<file path="config.mk">
export PLATFORM = sky130hd
export DESIGN_NAME = aabb_ctrl
export DESIGN_NICKNAME = d
export VERILOG_FILES = /design/src/rtl/aabb_pkg.sv /design/src/rtl/aabb_ctrl.sv
export SDC_FILE = /design/constraint.sdc
export NUM_CORES = 1
export LEC_CHECK = 0
export BUFFER_PORTS_ARGS = -buffer_cell sky130_fd_sc_hd__buf_2
export CORE_AREA = 2 2 43 45
export DETAILED_ROUTE_END_ITERATION = 8
export DIE_AREA = 0 0 45 47
export PLACE_DENSITY = 0.64
export SLEW_MARGIN = 15
export SYNTH_ARGS = -nofsm -noshare
export SYNTH_HDL_FRONTEND = slang
export SYNTH_SLANG_ARGS = --single-unit
</file>
<file path="constraint.sdc">
create_clock -name clk_i -period 1.8 [get_ports clk_i]
set_clock_uncertainty 0.1 [all_clocks]
set_input_delay 0.36 -clock clk_i [delete_from_list [all_inputs] [get_ports clk_i]]
set_output_delay 0.36 -clock clk_i [all_outputs]
set_load 0.02 [all_outputs]
</file>
<file path="src/rtl/aabb_pkg.sv">
// Package for the collision table block: types, command and status codes.
// No dependencies.
package aabb_pkg;

  localparam int unsigned SlotsDef = 64;

  localparam logic [2:0] CmdAdd    = 3'd0;
  localparam logic [2:0] CmdSetRect = 3'd1;
  localparam logic [2:0] CmdMarkDel = 3'd2;
  localparam logic [2:0] CmdSweep  = 3'd3;
  localparam logic [2:0] CmdClear  = 3'd4;

  localparam logic [1:0] StOk    = 2'd0;
  localparam logic [1:0] StFull  = 2'd1;
  localparam logic [1:0] StEmpty = 2'd2;

  typedef struct packed {
    logic [2:0]         cmd;
    logic [5:0]         slot;
    logic signed [15:0] pos_x;
    logic signed [15:0] pos_y;
    logic [14:0]        width;
    logic [14:0]        height;
    logic [3:0]         kind;
    logic               has_listener;
  } in_item_t;

  typedef struct packed {
    logic [1:0]  status;
    logic [5:0]  slot_out;
    logic [63:0] hit_mask;
    logic        last;
  } out_item_t;

  // controller to datapath commands
  typedef struct packed {
    logic       load;      // capture item, run single commands
    logic       purge;     // free slots marked for deletion
    logic       row_emit;  // emit a sweep result for row_idx
    logic [5:0] row_idx;
    logic       row_last;
  } ctl_t;

endpackage

</file>
<file path="src/rtl/aabb_ctrl.sv">
// Controller FSM: accepts commands, sequences the sweep rows.
// Depends on aabb_pkg.
module aabb_ctrl import aabb_pkg::*; #(
  parameter int unsigned Slots = SlotsDef
) (
  input  logic       clk_i,
  input  logic       rst_ni,
  input  logic       start_i,
  input  logic [2:0] cmd_i,
  output logic       busy_o,
  output ctl_t       ctl_o
);
  localparam logic [1:0] SIdle = 2'd0, SPurge = 2'd1, SRows = 2'd2;

  logic [1:0] state_q, state_d;
  logic [5:0] row_q, row_d;
  logic acc;

  assign acc = start_i && !busy_o;
  assign busy_o = state_q != SIdle;

  always_comb begin
    state_d = state_q;
    row_d = row_q;
    ctl_o = '0;
    ctl_o.row_idx = row_q;
    ctl_o.row_last = row_q == 6'(Slots - 1);
    case (state_q)
      SIdle: begin
        if (acc) begin
          ctl_o.load = 1'b1;
          if (cmd_i == CmdSweep) state_d = SPurge;
        end
      end
      SPurge: begin
        ctl_o.purge = 1'b1;
        row_d = '0;
        state_d = SRows;
      end
      SRows: begin
        ctl_o.row_emit = 1'b1;
        row_d = row_q + 6'd1;
        if (ctl_o.row_last) state_d = SIdle;
      end
      default: state_d = SIdle;
    endcase
  end

  always_ff @(posedge clk_i or negedge rst_ni) begin
    if (!rst_ni) begin
      state_q <= SIdle;
      row_q <= '0;
    end else begin
      state_q <= state_d;
      row_q <= row_d;
    end
  end

  assert property (@(posedge clk_i) disable iff (!rst_ni)
    (state_q == SPurge) |=> (state_q == SRows && row_q == 6'd0))
    else $error("sweep did not start at row 0");
  assert property (@(posedge clk_i) disable iff (!rst_ni)
    (acc && cmd_i == CmdSweep) |=> state_q == SPurge)
    else $error("sweep not started");
endmodule

</file>
==> impl_metrics.tcl <==
set metrics [dict create \
    gr-usage-all-layers_pct 14.0 \
    cts.sinks 8 \
    critPathCaptureType "output port" \
    grt_pass1_wl_um 2090 \
    place_congestion 0.754 \
    grt_busiest_layer "met2" \
    path_class "reg2out" \
    number_of_placed_cells_counting_well_taps 89 \
    die_x_um 45 \
    area_fraction_in_and_or_nand_and_nor_cells_after_synthesis_pct 21.3 \
    post_synth_num_cell_types 24 \
    placeableCoreArea_mm2 0.00165 \
    p_leak_uw 0.000344 \
    num-nets-final 91 \
    mostFrequentLayoutCells "sky130_fd_sc_hd__buf_2 (16), sky130_fd_sc_hd__dfrtp_1 (8), sky130_fd_sc_hd__inv_1 (7)" \
    mappedNetlistNets 68 \
    synth-adder-area-share_pct 11.7 \
    final.period_utilization_pct 95.2 \
    totalWireLength_um 1170 \
    yosys.area.top_type_share_pct 37.4 \
    synth-compound-area-share_pct 16.4 \
    cts-root-buf "sky130_fd_sc_hd__clkbuf_4" \
    crit_fanout 4 \
    grt_setup_unrepaired "no" \
    hold_class "in2async" \
    io_pins 17 \
    detail_route.iter0.violations 4 \
    port_buffers 16 \
    outcome "completed" \
    wl_per_cell_um 12.3 \
    clock_tree.buffer_depth 2 \
    period_minus_slack_ps 1710 \
    layout-drive-gt1-share_pct 35.9 \
    clk_pin_slew_worst_paths_ps 50 \
    utilization_pct 41.6 \
    synthesis.yosys.warnings 0 \
    placement.setup.worst_slack_ps 213 \
    die-height_um 47 \
    rows 15 \
    synth_async_sr_flop_share_pct 100 \
    arrival_ps 1250 \
    global_route.usage.met1_pct 17.0 \
    flip_flop_cell_with_the_highest_count_after_synthesis "sky130_fd_sc_hd__dfrtp_1" \
    power_density_mw_per_mm2 1300 \
    ys_seq_area_share_pct 37.4 \
    synth_mux_area_share_pct 1.87 \
    cts.htree.levels 1 \
    worst_slew_pin_slew_ps 255 \
    critical_path.startpoint_type "flip-flop" \
    clock_tree_from_tritoncts "yes" \
    most_common_cell_after_layout_fill_and_taps_aside "sky130_fd_sc_hd__buf_2" \
    stdcell_count 95 \
    antenna_left 0 \
    vias 500 \
    max_freq_mhz 583 \
    cts_buffers 3 \
    timing.final.max_slew_violations 0 \
    post_synth_main_area_contributors "sky130_fd_sc_hd__dfrtp_1 (37%), sky130_fd_sc_hd__ha_1 (12%), sky130_fd_sc_hd__nand3_1 (5.6%)" \
    clk_latency_ps 250 \
    grt_overflow 0 \
    synth_xor_xnor_area_share_pct 1.64 \
    synth-edff-count 0 \
    initial_utilization_pct 32.4 \
    fp.dieArea_mm2 0.00212 \
    finalHoldViolCount 0 \
    synthesis.area_um2 536 \
    finalSetupViolCount 0 \
    grt_start_max_net_pins 10 \
    syn_avg_cell_area_um2 9.39 \
    flow.area_growth_from_synthesis_pct 28.3 \
    via_per_inst 5.26 \
    cells_after_synthesis 57 \
    grt_pass1_vias 487 \
    peakVddDrop_mv 0.591 \
    postSynthRegisterBits 8 \
    worst_setup_margin_ps 86.1 \
    hpwl_um 877 \
    n_antenna_cell 0 \
    maxCapViolCount 0 \
    slew_headroom_pct 83.0 \
    accumulated_negative_setup_slack_ps 0 \
    first_pass_iters 2 \
    use_met3_pct 3.85 \
    route.detailed.drc 0 \
    groute.layer.met2.usage_pct 22.0 \
    antenna_found_initial 0 \
    post-layout-total-power_uw 892 \
    most_area_hungry_cell_type_in_the_yosys_netlist "sky130_fd_sc_hd__dfrtp_1" \
    synth_top_family_by_area "simple AND/OR/NAND/NOR gates" \
    worst-endpoint-required_ps 1340 \
]
-- final timing paths --
kind                                             start                      to  slack (ps)  depth (start not counted)
worst max-delay path            state_q[1]$_DFFE_PN0P_                ctl_o[9]          90                          4
worst min-delay path                            rst_ni    row_q[2]$_DFFE_PN0P_         380                          2
worst max register to register  state_q[1]$_DFFE_PN0P_    row_q[5]$_DFFE_PN0P_         210                          5
worst min register to register    row_q[4]$_DFFE_PN0P_    row_q[4]$_DFFE_PN0P_         490                          2
max in group asynchronous                       rst_ni  state_q[1]$_DFFE_PN0P_        1050                          2
min in group clk_i                            cmd_i[2]  state_q[1]$_DFFE_PN0P_         420                          4
-- layer usage --
layer | vias up | routed length [um]
met3 | 4 | 75
met4 | 0 | 18
met2 | 17 | 528
li1 | 242 | -
met5 | - | 0
met1 | 237 | 547
-- power breakdown --
part | internal [uW] | total, uW | switching, uW
registers | 214 | 244 | 30.2
clock network | 76.4 | 138 | 61.9
logic | 209 | 509 | 300
total | 500 | 892 | 392
-- kinds of logic after synthesis --
family	count (synthesis)
simple gates	17
mux	1
flops	8
compound gates	14
buf+inv	11
fa+ha+maj	5
xor+xnor	1
-- state kept, by name (all words and copies together), names as in the netlist --
register	flops
row_q	6
state_q	2
-- synth_stat cells, drive strengths merged (2+ instances only) --
| master | n |
|---|---|
| dfrtp | 8 |
| o21ai | 6 |
| inv | 8 |
| nand3 | 6 |
| o211ai | 4 |
| ha | 5 |
| nor2 | 2 |
| nor2b | 2 |
| buf | 2 |
-- area by class of cell --
class                   instances  area [um^2]
clock buffers                   3         22.5
fillers                       176          965
inverters                       8         30.0
multi-input cells              38          293
flip-flops and latches          8          200
well taps                      17         21.3
repair buffers                 21          120
-- worst max-delay path: stages (launching register included) --
cell	delay, ps
sky130_fd_sc_hd__dfrtp_1	410
sky130_fd_sc_hd__inv_1	110
sky130_fd_sc_hd__ha_2	210
sky130_fd_sc_hd__and2_1	120
sky130_fd_sc_hd__buf_2	150
-- stage by stage --
stage               area (um^2)  hold WS, ps
floorplan                   536        -35.6
global placement            629          115
detailed placement          629          116
CTS                         679          373
global route                687          404
finish                      687          380
-- repair_timing --
action                     in CTS  in global routing
resized for setup               1                  3
hold buffers                    1                  0
setup endpoints to repair       1                  2
buffers inserted                2                  0
hold endpoints to repair        8                  0
Note: power is estimated with default switching activity, not from simulation.
